<file path="src/sv/mes_pkg.sv">
// package for the midpoint ellipse stepper: widths, register indexes, region codes,
// microcode control word and the microprogram table
// no dependencies
`default_nettype none

package mes_pkg;

  localparam int AxisBitsDef  = 10;
  localparam int CoordBitsDef = 11;
  localparam int DecBits      = 40;
  localparam int CfgAddrBits  = 2;
  localparam int PcBits       = 6;

  typedef enum logic [CfgAddrBits-1:0] {
    CFG_CENTER_X   = 2'd0,
    CFG_CENTER_Y   = 2'd1,
    CFG_SEMI_MAJOR = 2'd2,
    CFG_SEMI_MINOR = 2'd3
  } cfg_addr_e;

  typedef enum logic [3:0] {
    RG_IDLE = 4'b0001,
    RG_ONE  = 4'b0010,
    RG_TWO  = 4'b0100,
    RG_DONE = 4'b1000
  } region_e;

  typedef enum logic [2:0] {
    MUL_NONE = 3'd0,
    MUL_AA   = 3'd1,
    MUL_BB   = 3'd2,
    MUL_A2B  = 3'd3,
    MUL_B2A  = 3'd4,
    MUL_B2X  = 3'd5,
    MUL_A2Y  = 3'd6
  } mul_sel_e;

  typedef enum logic [1:0] {
    SQ_NONE = 2'd0,
    SQ_A2   = 2'd1,
    SQ_B2   = 2'd2
  } sq_ld_e;

  typedef enum logic [1:0] {
    ACC_HOLD = 2'd0,
    ACC_LOAD = 2'd1,
    ACC_ADD  = 2'd2,
    ACC_SUB  = 2'd3
  } acc_op_e;

  typedef enum logic [2:0] {
    TRM_P   = 3'd0,
    TRM_P2  = 3'd1,
    TRM_A2  = 3'd2,
    TRM_B2  = 3'd3,
    TRM_A2Q = 3'd4,
    TRM_B2Q = 3'd5
  } term_e;

  typedef enum logic [2:0] {
    POS_HOLD   = 3'd0,
    POS_START1 = 3'd1,
    POS_START2 = 3'd2,
    POS_XINC   = 3'd3,
    POS_XDEC   = 3'd4,
    POS_YINC   = 3'd5,
    POS_YDEC   = 3'd6
  } pos_op_e;

  typedef enum logic [2:0] {
    CND_NEVER   = 3'd0,
    CND_ALWAYS  = 3'd1,
    CND_RESTART = 3'd2,
    CND_REG1    = 3'd3,
    CND_REG2    = 3'd4,
    CND_DEC_POS = 3'd5,
    CND_T_GT_P  = 3'd6
  } cond_e;

  typedef struct packed {
    mul_sel_e          mul;
    sq_ld_e            sq;
    acc_op_e           acc;
    term_e             term;
    pos_op_e           pos;
    logic              ld_t;
    logic              fin_chk;
    logic              emit;
    logic [1:0]        emit_idx;
    cond_e             cond;
    logic [PcBits-1:0] target;
    logic              done;
  } ucode_t;

  typedef struct packed {
    logic reg_one;
    logic reg_two;
    logic dec_pos;
    logic t_gt_p;
  } dp_status_t;

  localparam ucode_t UwNop = '{
    mul: MUL_NONE, sq: SQ_NONE, acc: ACC_HOLD, term: TRM_P, pos: POS_HOLD,
    ld_t: 1'b0, fin_chk: 1'b0, emit: 1'b0, emit_idx: 2'd0, cond: CND_NEVER,
    target: '0, done: 1'b0
  };

  localparam logic [PcBits-1:0] PcRst  = 6'd6;
  localparam logic [PcBits-1:0] PcR1   = 6'd10;
  localparam logic [PcBits-1:0] PcR1e  = 6'd17;
  localparam logic [PcBits-1:0] PcQ    = 6'd21;
  localparam logic [PcBits-1:0] PcR2   = 6'd25;
  localparam logic [PcBits-1:0] PcR2e  = 6'd29;
  localparam logic [PcBits-1:0] PcChk  = 6'd33;
  localparam logic [PcBits-1:0] PcEmit = 6'd36;

  function automatic ucode_t mes_ucode(logic [PcBits-1:0] pc);
    ucode_t w;
    w = UwNop;
    case (pc)
      // squares of the axes, then dispatch
      6'd0: begin w.mul = MUL_AA; end
      6'd1: begin w.sq = SQ_A2; w.mul = MUL_BB; end
      6'd2: begin w.sq = SQ_B2; w.cond = CND_RESTART; w.target = PcRst; end
      6'd3: begin w.cond = CND_REG1; w.target = PcR1; end
      6'd4: begin w.cond = CND_REG2; w.target = PcR2; end
      6'd5: begin w.done = 1'b1; end
      // region 1 start
      6'd6: begin w.mul = MUL_A2B; end
      6'd7: begin w.acc = ACC_LOAD; w.term = TRM_B2; w.pos = POS_START1; end
      6'd8: begin w.acc = ACC_SUB; w.term = TRM_P; end
      6'd9: begin
        w.acc = ACC_ADD; w.term = TRM_A2Q; w.cond = CND_ALWAYS; w.target = PcEmit;
      end
      // region 1 step
      6'd10: begin w.mul = MUL_B2X; end
      6'd11: begin w.ld_t = 1'b1; w.mul = MUL_A2Y; end
      6'd12: begin w.cond = CND_T_GT_P; w.target = PcQ; end
      6'd13: begin w.pos = POS_XINC; w.cond = CND_DEC_POS; w.target = PcR1e; end
      6'd14: begin w.mul = MUL_B2X; end
      6'd15: begin w.acc = ACC_ADD; w.term = TRM_P2; end
      6'd16: begin
        w.acc = ACC_ADD; w.term = TRM_B2; w.cond = CND_ALWAYS; w.target = PcEmit;
      end
      6'd17: begin w.pos = POS_YDEC; w.mul = MUL_B2X; end
      6'd18: begin w.acc = ACC_ADD; w.term = TRM_P2; w.mul = MUL_A2Y; end
      6'd19: begin w.acc = ACC_SUB; w.term = TRM_P2; end
      6'd20: begin
        w.acc = ACC_ADD; w.term = TRM_B2; w.cond = CND_ALWAYS; w.target = PcEmit;
      end
      // region 2 start
      6'd21: begin w.pos = POS_START2; w.mul = MUL_B2A; end
      6'd22: begin w.acc = ACC_LOAD; w.term = TRM_A2; end
      6'd23: begin w.acc = ACC_SUB; w.term = TRM_P; end
      6'd24: begin
        w.acc = ACC_ADD; w.term = TRM_B2Q; w.cond = CND_ALWAYS; w.target = PcChk;
      end
      // region 2 step
      6'd25: begin w.pos = POS_YINC; w.cond = CND_DEC_POS; w.target = PcR2e; end
      6'd26: begin w.mul = MUL_A2Y; end
      6'd27: begin w.acc = ACC_ADD; w.term = TRM_P2; end
      6'd28: begin
        w.acc = ACC_ADD; w.term = TRM_A2; w.cond = CND_ALWAYS; w.target = PcChk;
      end
      6'd29: begin w.pos = POS_XDEC; w.mul = MUL_A2Y; end
      6'd30: begin w.acc = ACC_ADD; w.term = TRM_P2; w.mul = MUL_B2X; end
      6'd31: begin w.acc = ACC_SUB; w.term = TRM_P2; end
      6'd32: begin
        w.acc = ACC_ADD; w.term = TRM_A2; w.cond = CND_ALWAYS; w.target = PcChk;
      end
      // end of region 2 test
      6'd33: begin w.mul = MUL_B2X; end
      6'd34: begin w.ld_t = 1'b1; w.mul = MUL_A2Y; end
      6'd35: begin w.fin_chk = 1'b1; end
      // four symmetric pixels
      6'd36: begin w.emit = 1'b1; w.emit_idx = 2'd0; end
      6'd37: begin w.emit = 1'b1; w.emit_idx = 2'd1; end
      6'd38: begin w.emit = 1'b1; w.emit_idx = 2'd2; end
      6'd39: begin w.emit = 1'b1; w.emit_idx = 2'd3; w.done = 1'b1; end
      default: begin w.done = 1'b1; end
    endcase
    return w;
  endfunction

endpackage

`default_nettype wire

</file>
<file path="src/sv/mes_datapath.sv">
// datapath of the ellipse stepper: shared multiplier, squares, decision accumulator,
// offsets, region and pixel formation; driven by the microcode word, uses mes_pkg
`default_nettype none

module mes_datapath
  import mes_pkg::*;
#(
  parameter int AXIS_BITS  = AxisBitsDef,
  parameter int COORD_BITS = CoordBitsDef
) (
  input  wire logic                         clk_i,
  input  wire logic                         rst_ni,
  input  wire ucode_t                       ctrl_i,
  input  wire logic [AXIS_BITS-1:0]         semi_major_i,
  input  wire logic [AXIS_BITS-1:0]         semi_minor_i,
  input  wire logic [COORD_BITS-1:0]        center_x_i,
  input  wire logic [COORD_BITS-1:0]        center_y_i,
  output dp_status_t                        stat_o,
  output logic signed [COORD_BITS+1:0]      pixel_x_o,
  output logic signed [COORD_BITS+1:0]      pixel_y_o
);

  localparam int OffBits  = AXIS_BITS + 1;
  localparam int SqBits   = 2 * AXIS_BITS;
  localparam int ProdBits = SqBits + 1 + OffBits;
  localparam int PixBits  = COORD_BITS + 2;
  localparam logic [OffBits-1:0] OffOne = {{(OffBits-1){1'b0}}, 1'b1};

  logic [SqBits-1:0]          a2_q, a2_d, b2_q, b2_d;
  logic signed [ProdBits-1:0] p_q, p_d, t_q, t_d;
  logic signed [DecBits-1:0]  dec_q, dec_d;
  logic signed [OffBits-1:0]  x_q, x_d, y_q, y_d;
  region_e                    region_q, region_d;

  logic signed [SqBits:0]     mul_a;
  logic signed [OffBits-1:0]  mul_b;
  logic signed [ProdBits-1:0] prod;
  logic signed [SqBits:0]     a_w, b_w, a2_w, b2_w;
  logic signed [OffBits-1:0]  a_n, b_n;
  logic signed [DecBits-1:0]  p_ext, term;
  logic                       t_gt_p;

  assign a_w  = signed'({{(SqBits+1-AXIS_BITS){1'b0}}, semi_major_i});
  assign b_w  = signed'({{(SqBits+1-AXIS_BITS){1'b0}}, semi_minor_i});
  assign a2_w = signed'({1'b0, a2_q});
  assign b2_w = signed'({1'b0, b2_q});
  assign a_n  = signed'({1'b0, semi_major_i});
  assign b_n  = signed'({1'b0, semi_minor_i});

  always_comb begin
    case (ctrl_i.mul)
      MUL_AA: begin
        mul_a = a_w;
        mul_b = a_n;
      end
      MUL_BB: begin
        mul_a = b_w;
        mul_b = b_n;
      end
      MUL_A2B: begin
        mul_a = a2_w;
        mul_b = b_n;
      end
      MUL_B2A: begin
        mul_a = b2_w;
        mul_b = a_n;
      end
      MUL_B2X: begin
        mul_a = b2_w;
        mul_b = x_q;
      end
      MUL_A2Y: begin
        mul_a = a2_w;
        mul_b = y_q;
      end
      default: begin
        mul_a = '0;
        mul_b = '0;
      end
    endcase
  end

  assign prod  = ProdBits'(mul_a) * ProdBits'(mul_b);
  assign p_ext = DecBits'(p_q);

  always_comb begin
    case (ctrl_i.term)
      TRM_P:   term = p_ext;
      TRM_P2:  term = {p_ext[DecBits-2:0], 1'b0};
      TRM_A2:  term = signed'(DecBits'(a2_q));
      TRM_B2:  term = signed'(DecBits'(b2_q));
      TRM_A2Q: term = signed'(DecBits'(a2_q >> 2));
      TRM_B2Q: term = signed'(DecBits'(b2_q >> 2));
      default: term = '0;
    endcase
  end

  assign t_gt_p = t_q > p_q;

  always_comb begin
    p_d      = p_q;
    t_d      = t_q;
    a2_d     = a2_q;
    b2_d     = b2_q;
    dec_d    = dec_q;
    x_d      = x_q;
    y_d      = y_q;
    region_d = region_q;
    if (ctrl_i.mul != MUL_NONE) begin
      p_d = prod;
    end
    if (ctrl_i.ld_t) begin
      t_d = p_q;
    end
    case (ctrl_i.sq)
      SQ_A2:   a2_d = p_q[SqBits-1:0];
      SQ_B2:   b2_d = p_q[SqBits-1:0];
      default: ;
    endcase
    case (ctrl_i.acc)
      ACC_LOAD: dec_d = term;
      ACC_ADD:  dec_d = dec_q + term;
      ACC_SUB:  dec_d = dec_q - term;
      default:  ;
    endcase
    case (ctrl_i.pos)
      POS_START1: begin
        x_d      = '0;
        y_d      = signed'({1'b0, semi_minor_i});
        region_d = RG_ONE;
      end
      POS_START2: begin
        x_d      = signed'({1'b0, semi_major_i});
        y_d      = '0;
        region_d = RG_TWO;
      end
      POS_XINC: x_d = x_q + OffOne;
      POS_XDEC: x_d = x_q - OffOne;
      POS_YINC: y_d = y_q + OffOne;
      POS_YDEC: y_d = y_q - OffOne;
      default:  ;
    endcase
    if (ctrl_i.fin_chk && !t_gt_p) begin
      region_d = RG_DONE;
    end
  end

  always_ff @(posedge clk_i or negedge rst_ni) begin
    if (!rst_ni) begin
      dec_q    <= '0;
      x_q      <= '0;
      y_q      <= '0;
      region_q <= RG_IDLE;
    end else begin
      dec_q    <= dec_d;
      x_q      <= x_d;
      y_q      <= y_d;
      region_q <= region_d;
    end
  end

  always_ff @(posedge clk_i) begin
    p_q  <= p_d;
    t_q  <= t_d;
    a2_q <= a2_d;
    b2_q <= b2_d;
  end

  assign stat_o.reg_one = (region_q == RG_ONE);
  assign stat_o.reg_two = (region_q == RG_TWO);
  assign stat_o.dec_pos = !dec_q[DecBits-1] && (dec_q != '0);
  assign stat_o.t_gt_p  = t_gt_p;

  // pixel order: (+x,+y) (-x,+y) (-x,-y) (+x,-y)
  logic                      neg_x, neg_y;
  logic signed [PixBits-1:0] cx_ext, cy_ext, x_ext, y_ext;

  assign neg_x  = (ctrl_i.emit_idx == 2'd1) || (ctrl_i.emit_idx == 2'd2);
  assign neg_y  = ctrl_i.emit_idx[1];
  assign cx_ext = signed'(PixBits'({1'b0, center_x_i}));
  assign cy_ext = signed'(PixBits'({1'b0, center_y_i}));
  assign x_ext  = PixBits'(x_q);
  assign y_ext  = PixBits'(y_q);

  assign pixel_x_o = neg_x ? (cx_ext - x_ext) : (cx_ext + x_ext);
  assign pixel_y_o = neg_y ? (cy_ext - y_ext) : (cy_ext + y_ext);

endmodule

`default_nettype wire

</file>
<file path="src/sv/midpoint_ellipse_stepper_core.sv">
// top level of the midpoint ellipse stepper: configuration registers, microcode
// sequencer and output register; uses mes_pkg and mes_datapath
//
// usage: write center_x, center_y, semi_major, semi_minor on the cfg channel
// (index 0..3) while the block is idle. each request on the input channel
// carries restart: 1 plots the start point (0,b) of a new ellipse, 0 makes one
// step. a plotting request gives four pixel results in order (+x,+y) (-x,+y)
// (-x,-y) (+x,-y), last set on the fourth and finished set on all four when the
// step ends region 2. a step while idle or after the ellipse is done gives none.
// each request runs a microprogram path that shares one multiplier: restart,
// region 1 step, region switch, region 2 step or no-result step. the input is
// taken only while no program runs, so a new request is accepted only after the
// program of the last one has ended.
// results leave through a one-entry output register; while the receiver stalls,
// the sequencer waits on its pixel step and the next request is held off.
// reset clears configuration, position, decision and region (idle) and empties
// the output register.
`default_nettype none

module midpoint_ellipse_stepper_core
  import mes_pkg::*;
#(
  parameter int AXIS_BITS  = AxisBitsDef,
  parameter int COORD_BITS = CoordBitsDef
) (
  input  wire logic                       clk_i,
  input  wire logic                       rst_ni,
  input  wire logic                       cfg_valid_i,
  output logic                            cfg_ready_o,
  input  wire logic [CfgAddrBits-1:0]     cfg_addr_i,
  input  wire logic [((COORD_BITS > AXIS_BITS) ? COORD_BITS : AXIS_BITS)-1:0] cfg_data_i,
  input  wire logic                       in_valid_i,
  output logic                            in_ready_o,
  input  wire logic                       restart_i,
  output logic                            out_valid_o,
  input  wire logic                       out_ready_i,
  output logic signed [COORD_BITS+1:0]    pixel_x_o,
  output logic signed [COORD_BITS+1:0]    pixel_y_o,
  output logic                            last_o,
  output logic                            finished_o
);

  localparam int PixBits = COORD_BITS + 2;

  logic [COORD_BITS-1:0] cx_q, cy_q;
  logic [AXIS_BITS-1:0]  a_q, b_q;

  assign cfg_ready_o = 1'b1;

  always_ff @(posedge clk_i or negedge rst_ni) begin
    if (!rst_ni) begin
      cx_q <= '0;
      cy_q <= '0;
      a_q  <= '0;
      b_q  <= '0;
    end else if (cfg_valid_i) begin
      case (cfg_addr_e'(cfg_addr_i))
        CFG_CENTER_X:   cx_q <= cfg_data_i[COORD_BITS-1:0];
        CFG_CENTER_Y:   cy_q <= cfg_data_i[COORD_BITS-1:0];
        CFG_SEMI_MAJOR: a_q  <= cfg_data_i[AXIS_BITS-1:0];
        CFG_SEMI_MINOR: b_q  <= cfg_data_i[AXIS_BITS-1:0];
        default: ;
      endcase
    end
  end

  // sequencer
  logic              busy_q, busy_d;
  logic [PcBits-1:0] pc_q, pc_d;
  logic              restart_q, restart_d;
  logic              fin_q, fin_d;
  ucode_t            uw, ctrl;
  dp_status_t        stat;
  logic              stall, take;

  logic signed [PixBits-1:0] dp_px, dp_py;
  logic signed [PixBits-1:0] px_q, py_q;
  logic                      out_valid_q, out_valid_d, last_q, finished_q;
  logic                      load_out;

  assign uw    = mes_ucode(pc_q);
  assign ctrl  = busy_q ? uw : UwNop;
  assign stall = uw.emit && out_valid_q && !out_ready_i;

  always_comb begin
    case (uw.cond)
      CND_NEVER:   take = 1'b0;
      CND_ALWAYS:  take = 1'b1;
      CND_RESTART: take = restart_q;
      CND_REG1:    take = stat.reg_one;
      CND_REG2:    take = stat.reg_two;
      CND_DEC_POS: take = stat.dec_pos;
      CND_T_GT_P:  take = stat.t_gt_p;
      default:     take = 1'b0;
    endcase
  end

  assign in_ready_o = !busy_q;

  always_comb begin
    busy_d    = busy_q;
    pc_d      = pc_q;
    restart_d = restart_q;
    fin_d     = fin_q;
    if (!busy_q) begin
      if (in_valid_i) begin
        busy_d    = 1'b1;
        pc_d      = '0;
        restart_d = restart_i;
        fin_d     = 1'b0;
      end
    end else if (!stall) begin
      if (uw.done) begin
        busy_d = 1'b0;
      end else if (take) begin
        pc_d = uw.target;
      end else begin
        pc_d = pc_q + 1'b1;
      end
      if (uw.fin_chk) begin
        fin_d = !stat.t_gt_p;
      end
    end
  end

  always_ff @(posedge clk_i or negedge rst_ni) begin
    if (!rst_ni) begin
      busy_q    <= 1'b0;
      pc_q      <= '0;
      restart_q <= 1'b0;
      fin_q     <= 1'b0;
    end else begin
      busy_q    <= busy_d;
      pc_q      <= pc_d;
      restart_q <= restart_d;
      fin_q     <= fin_d;
    end
  end

  mes_datapath #(
    .AXIS_BITS  (AXIS_BITS),
    .COORD_BITS (COORD_BITS)
  ) u_datapath (
    .clk_i        (clk_i),
    .rst_ni       (rst_ni),
    .ctrl_i       (ctrl),
    .semi_major_i (a_q),
    .semi_minor_i (b_q),
    .center_x_i   (cx_q),
    .center_y_i   (cy_q),
    .stat_o       (stat),
    .pixel_x_o    (dp_px),
    .pixel_y_o    (dp_py)
  );

  // output register
  assign load_out = busy_q && uw.emit && !stall;

  always_comb begin
    out_valid_d = out_valid_q;
    if (out_ready_i) begin
      out_valid_d = 1'b0;
    end
    if (load_out) begin
      out_valid_d = 1'b1;
    end
  end

  always_ff @(posedge clk_i or negedge rst_ni) begin
    if (!rst_ni) begin
      out_valid_q <= 1'b0;
    end else begin
      out_valid_q <= out_valid_d;
    end
  end

  always_ff @(posedge clk_i) begin
    if (load_out) begin
      px_q       <= dp_px;
      py_q       <= dp_py;
      last_q     <= (uw.emit_idx == 2'd3);
      finished_q <= fin_q;
    end
  end

  assign out_valid_o = out_valid_q;
  assign pixel_x_o   = px_q;
  assign pixel_y_o   = py_q;
  assign last_o      = last_q;
  assign finished_o  = finished_q;

  // a pixel step waits while the output register is held
  a_stall_holds_pc: assert property (@(posedge clk_i) disable iff (!rst_ni)
    (busy_q && stall) |=> $stable(pc_q))
    else $error("sequencer moved while output stalled");

  // the fourth pixel ends the program and carries last
  a_last_ends_program: assert property (@(posedge clk_i) disable iff (!rst_ni)
    (busy_q && uw.emit && uw.done && !stall) |=> (!busy_q && out_valid_o && last_o))
    else $error("last pixel did not end the program");

  // an accepted request starts the program at its first step
  a_accept_starts: assert property (@(posedge clk_i) disable iff (!rst_ni)
    (in_valid_i && in_ready_o) |=> (busy_q && (pc_q == '0)))
    else $error("request did not start the microprogram");

endmodule

`default_nettype wire

</file>
<file path="config.mk">
export PLATFORM = sky130hd
export DESIGN_NAME = midpoint_ellipse_stepper_core
export DESIGN_NICKNAME = d
export VERILOG_FILES = /design/src/sv/mes_pkg.sv /design/src/sv/mes_datapath.sv /design/src/sv/midpoint_ellipse_stepper_core.sv
export SDC_FILE = /design/constraint.sdc
export NUM_CORES = 1
export LEC_CHECK = 0
export BUFFER_PORTS_ARGS = -buffer_cell sky130_fd_sc_hd__buf_4
export CORE_MARGIN = 10
export CORE_UTILIZATION = 60
export CTS_CLUSTER_DIAMETER = 150
export DETAILED_ROUTE_END_ITERATION = 10
export PLACE_DENSITY_LB_ADDON = 0.15
export REMOVE_ABC_BUFFERS = 1
export SYNTH_ARGS = -nofsm -noshare
export SYNTH_HDL_FRONTEND = slang
export SYNTH_SLANG_ARGS = --single-unit
</file>
<file path="constraint.sdc">
create_clock -name clk_i -period 20.2 [get_ports clk_i]
set_input_delay 0 -clock clk_i [delete_from_list [all_inputs] [get_ports clk_i]]
set_output_delay 0 -clock clk_i [all_outputs]
set_load 0.05 [all_outputs]
</file>
==> flow_summary.json <==
{
  "die-height_um": 220.8,
  "route.detailed.vias_per_inst": 6.306,
  "synth_async_sr_flop_share": 0.4720,
  "yosysMostFrequentCell": "inv_1",
  "synth_ff_type": "edfxtp_1",
  "synth_mux_area_frac": 0.03495,
  "cp_max_fo": 34,
  "synthXorXnorAreaFrac": 0.04994,
  "post_synth_fa_ha_maj_area_fraction": 0.2456,
  "synth_seq_area_share": 0.2859,
  "report.final.slew_viol_count": 0,
  "critical_path.endpoint_type": "flip-flop",
  "clk-insertion-delay-late_ns": 0.58,
  "ys_top_cells_by_count": "inv_1 (291), nand2_1 (261), nor2_1 (236)",
  "cts_max_path_buffers": 3,
  "cell_leakage_power_nw": 11.66,
  "final_nets": 3050,
  "synth.area.top_cells": "edfxtp_1 (16%), fa_1 (14%), dfrtp_1 (12%)",
  "critPathRequiredTime_ns": 20.53,
  "cts-buffers-inserted": 28,
  "transition_time_of_the_tightest_slew_check_pin_ns": 1.292,
  "ys_ff_latch": 250,
  "drt_pre_antenna_iters": 8,
  "place_worst_setup_slack_ns": 9.083,
  "worst_hold_path_type": "in -> reg",
  "syn_inst": 2624,
  "finalWorstSetupSlack_ns": 8.985,
  "cp.arrival_ns": 11.54,
  "synth_top_area_frac": 0.1638,
  "worst_path_largest_cell_delay_ns": 0.78,
  "finalWorstPathRequiredPeriod_ns": 11.22,
  "startpoint_type": "flip-flop",
  "layout-drive-gt1-share": 0.08212,
  "yosys_warnings": 0,
  "drtAntennaViolNets": 0,
  "ios": 50,
  "met2RoutedLength_um": 32050,
  "start_util": 0.6077,
  "vdd.ir_drop.worst_mv": 0.08150,
  "grt_antenna_before_repair": 0,
  "mappedNetlistArea_mm2": 0.02420,
  "max-slew-margin-rel": 0.1312,
  "synth_compound_area_frac": 0.1753,
  "synthToLayoutAreaGrowth_pct": 8.241,
  "cts_tree": "done",
  "synth_largest_area_cell": "edfxtp_1",
  "post_synth_num_cell_types": 91,
  "core_footprint_mm2": 0.03982,
  "timing.setup.critical_path_class": "reg -> reg",
  "gp_congestion": 0.9653,
  "die_x_um": 220.8,
  "run_status": "finished, final reports clean",
  "overflow": 0,
  "n_antenna_cell": 0,
  "clk_sinks": 250,
  "finalHoldViolCount": 0,
  "detail_route.wirelength_um": 68900,
  "placement_rows": 73,
  "rsz0062_at_grt": "no",
  "synth_area_per_cell_um2": 9.223,
  "post_route_setup_tns_ns": 0,
  "worst_clock_skew_ns": 0.03032,
  "grt_first_pass_wirelength_um": 112100,
  "first_global_vias": 20310,
  "power.density_cell_area_mw_per_mm2": 154.8,
  "buffer_ports.inserted": 48,
  "top_layer": "met4",
  "drt_iter0_markers": 2073,
  "grt_max_degree": 61,
  "route.met3.wl_um": 5286,
  "largest_family_of_logic_cells_by_synthesized_area": "adder cells",
  "drc_errors": 0,
  "max-cap-violations": 0,
  "timing.final.setup_violations": 0,
  "worst_setup_hold_path_clk_slew_ns": 0.06,
  "nFillCells": 3248,
  "cts_root_buf": "clkbuf_16",
  "cts_h_tree_lvls": 1,
  "maxClockFrequency_mhz": 89.17,
  "grt_use_total": 0.2788,
  "place.detailed.hpwl_um": 54080,
  "fp.dieArea_mm2": 0.04877,
  "drt-wirelength-per-cell_um": 21.50,
  "post-route-period-util": 0.5552,
  "route.vias.total": 20210,
  "post_synth_and_or_nand_nor_area_fraction": 0.1450,
  "met1_length_um": 29280,
  "number_of_enable_type_register_cells_in_the_synthesized_netlist": 132,
  "crit_path_top_delay_cell": "a221o_1"
}
==> final cells by class <==
cell class / count / area [um^2] / area share
multi-input cells: 1977 / 15790 / 0.6026
flip-flops and latches: 250 / 6918 / 0.2641
inverters: 295 / 1107 / 0.04227
repair buffers: 105 / 833.3 / 0.03181
clock buffers: 33 / 729.5 / 0.02785
well taps: 525 / 656.9 / 0.02508
clock inverters: 19 / 163.9 / 0.006257
==> path summary, 6_finish.rpt <==
check                      slack (ns)                                  to  cells after the start                          startpoint
max                              8.98        u_datapath.p_q[31]$_DFFE_PP_                     33                 pc_q[1]$_DFFE_PN0P_
min                              0.03                 cx_q[3]$_DFFE_PN0P_                      4                       cfg_addr_i[1]
max reg2reg                      8.98        u_datapath.p_q[31]$_DFFE_PP_                     33                 pc_q[1]$_DFFE_PN0P_
min reg2reg                      0.46  u_datapath.region_q[0]$_DFFE_PN1P_                      2  u_datapath.region_q[0]$_DFFE_PN1P_
max in group asynchronous       18.72     u_datapath.dec_q[3]$_DFFE_PN0P_                      3                              rst_ni
min in group asynchronous        0.07                  b_q[9]$_DFFE_PN0P_                      2                              rst_ni
==> per-stage QoR <==
| step | power [mW] | std cells | hold WS, ns | utilization | cell area (um^2) |
|---|---|---|---|---|---|
| 3_5_place_dp | 3.482 | 3134 | 0.1416 | 0.6308 | 25120 |
| 3_3_place_gp | 3.422 | 3134 | 0.1295 | 0.6308 | 25120 |
| 6_report | 4.054 | 3204 | 0.03334 | 0.6578 | 26200 |
| 2_1_floorplan | 2.727 | 2522 | -0.2956 | - | 23780 |
| 5_1_grt | 4.364 | 3204 | 0.06344 | 0.6578 | 26200 |
| 4_1_cts | 4.010 | 3204 | 0.01324 | 0.6578 | 26200 |
==> sequential cells by signal, summed over array words and instances (netlist names), 4 cells and up <==
name / cells
u_datapath.t_q: 32
pixel_x_o: 13
cy_q: 11
a_q: 10
u_datapath.region_q: 4
pc_q: 6
u_datapath.a2_q: 20
cx_q: 11
pixel_y_o: 13
u_datapath.b2_q: 20
u_datapath.dec_q: 40
u_datapath.p_q: 32
b_q: 10
u_datapath.y_q: 11
u_datapath.x_q: 11
==> critical path: cells and delay by family (launching register included) <==
family                     cells  cell delay (ns)
buffers and inverters          6             0.73
AOI/OAI and AO/OA             13             4.61
and+or+nand+nor                6             1.39
adders and majority gates      7             3.64
DFF                            1             0.43
xor gates and xnor gates       1             0.13
==> metal layers <==
| layer | up-vias | GRT usage |
|---|---|---|
| met4 | 0 | 0.08939 |
| met2 | 868 | 0.4505 |
| met1 | 9915 | 0.3828 |
| met5 | - | 0 |
| met3 | 152 | 0.03520 |
| li1 | 9271 | - |
==> cells by family after synthesis <==
logic type | after synthesis
other | 1
AND/OR/NAND/NOR | 764
AO/OA/AOI/OAI | 621
flip-flops | 250
adder cells (fa/ha/maj) | 375
multiplexers | 78
buffers and inverters | 397
XOR/XNOR | 138
==> repair_timing <==
action                                  CTS  global route
hold buffers                             18             0
endpoints found under the hold margin   106             0
endpoints found under the setup margin    0             0
resized for setup                         0             0
setup buffers                             0             0
==> cells in the final DEF, fill, tap and decap left out, types with 28 or more instances in the layout <==
cell type and instances:
inv_1 291, nand2_1 261, nor2_1 236, ha_1 207
fa_1 167, o21ai_0 137, edfxtp_1 132, a21oi_1 127
dfrtp_1 117, buf_4 87, xnor2_1 84, xor2_1 54
mux2_2 47, a21o_1 45, a22oi_1 43, nand3_1 39
nor3_1 34, mux2i_1 29, clkbuf_16 28
==> report_power, final <==
part / internal, mW / switching [mW]
registers: 0.771 / 0.214
logic: 0.970 / 1.60
clock network: 0.276 / 0.225
Note: power is estimated with default switching activity, not from simulation.
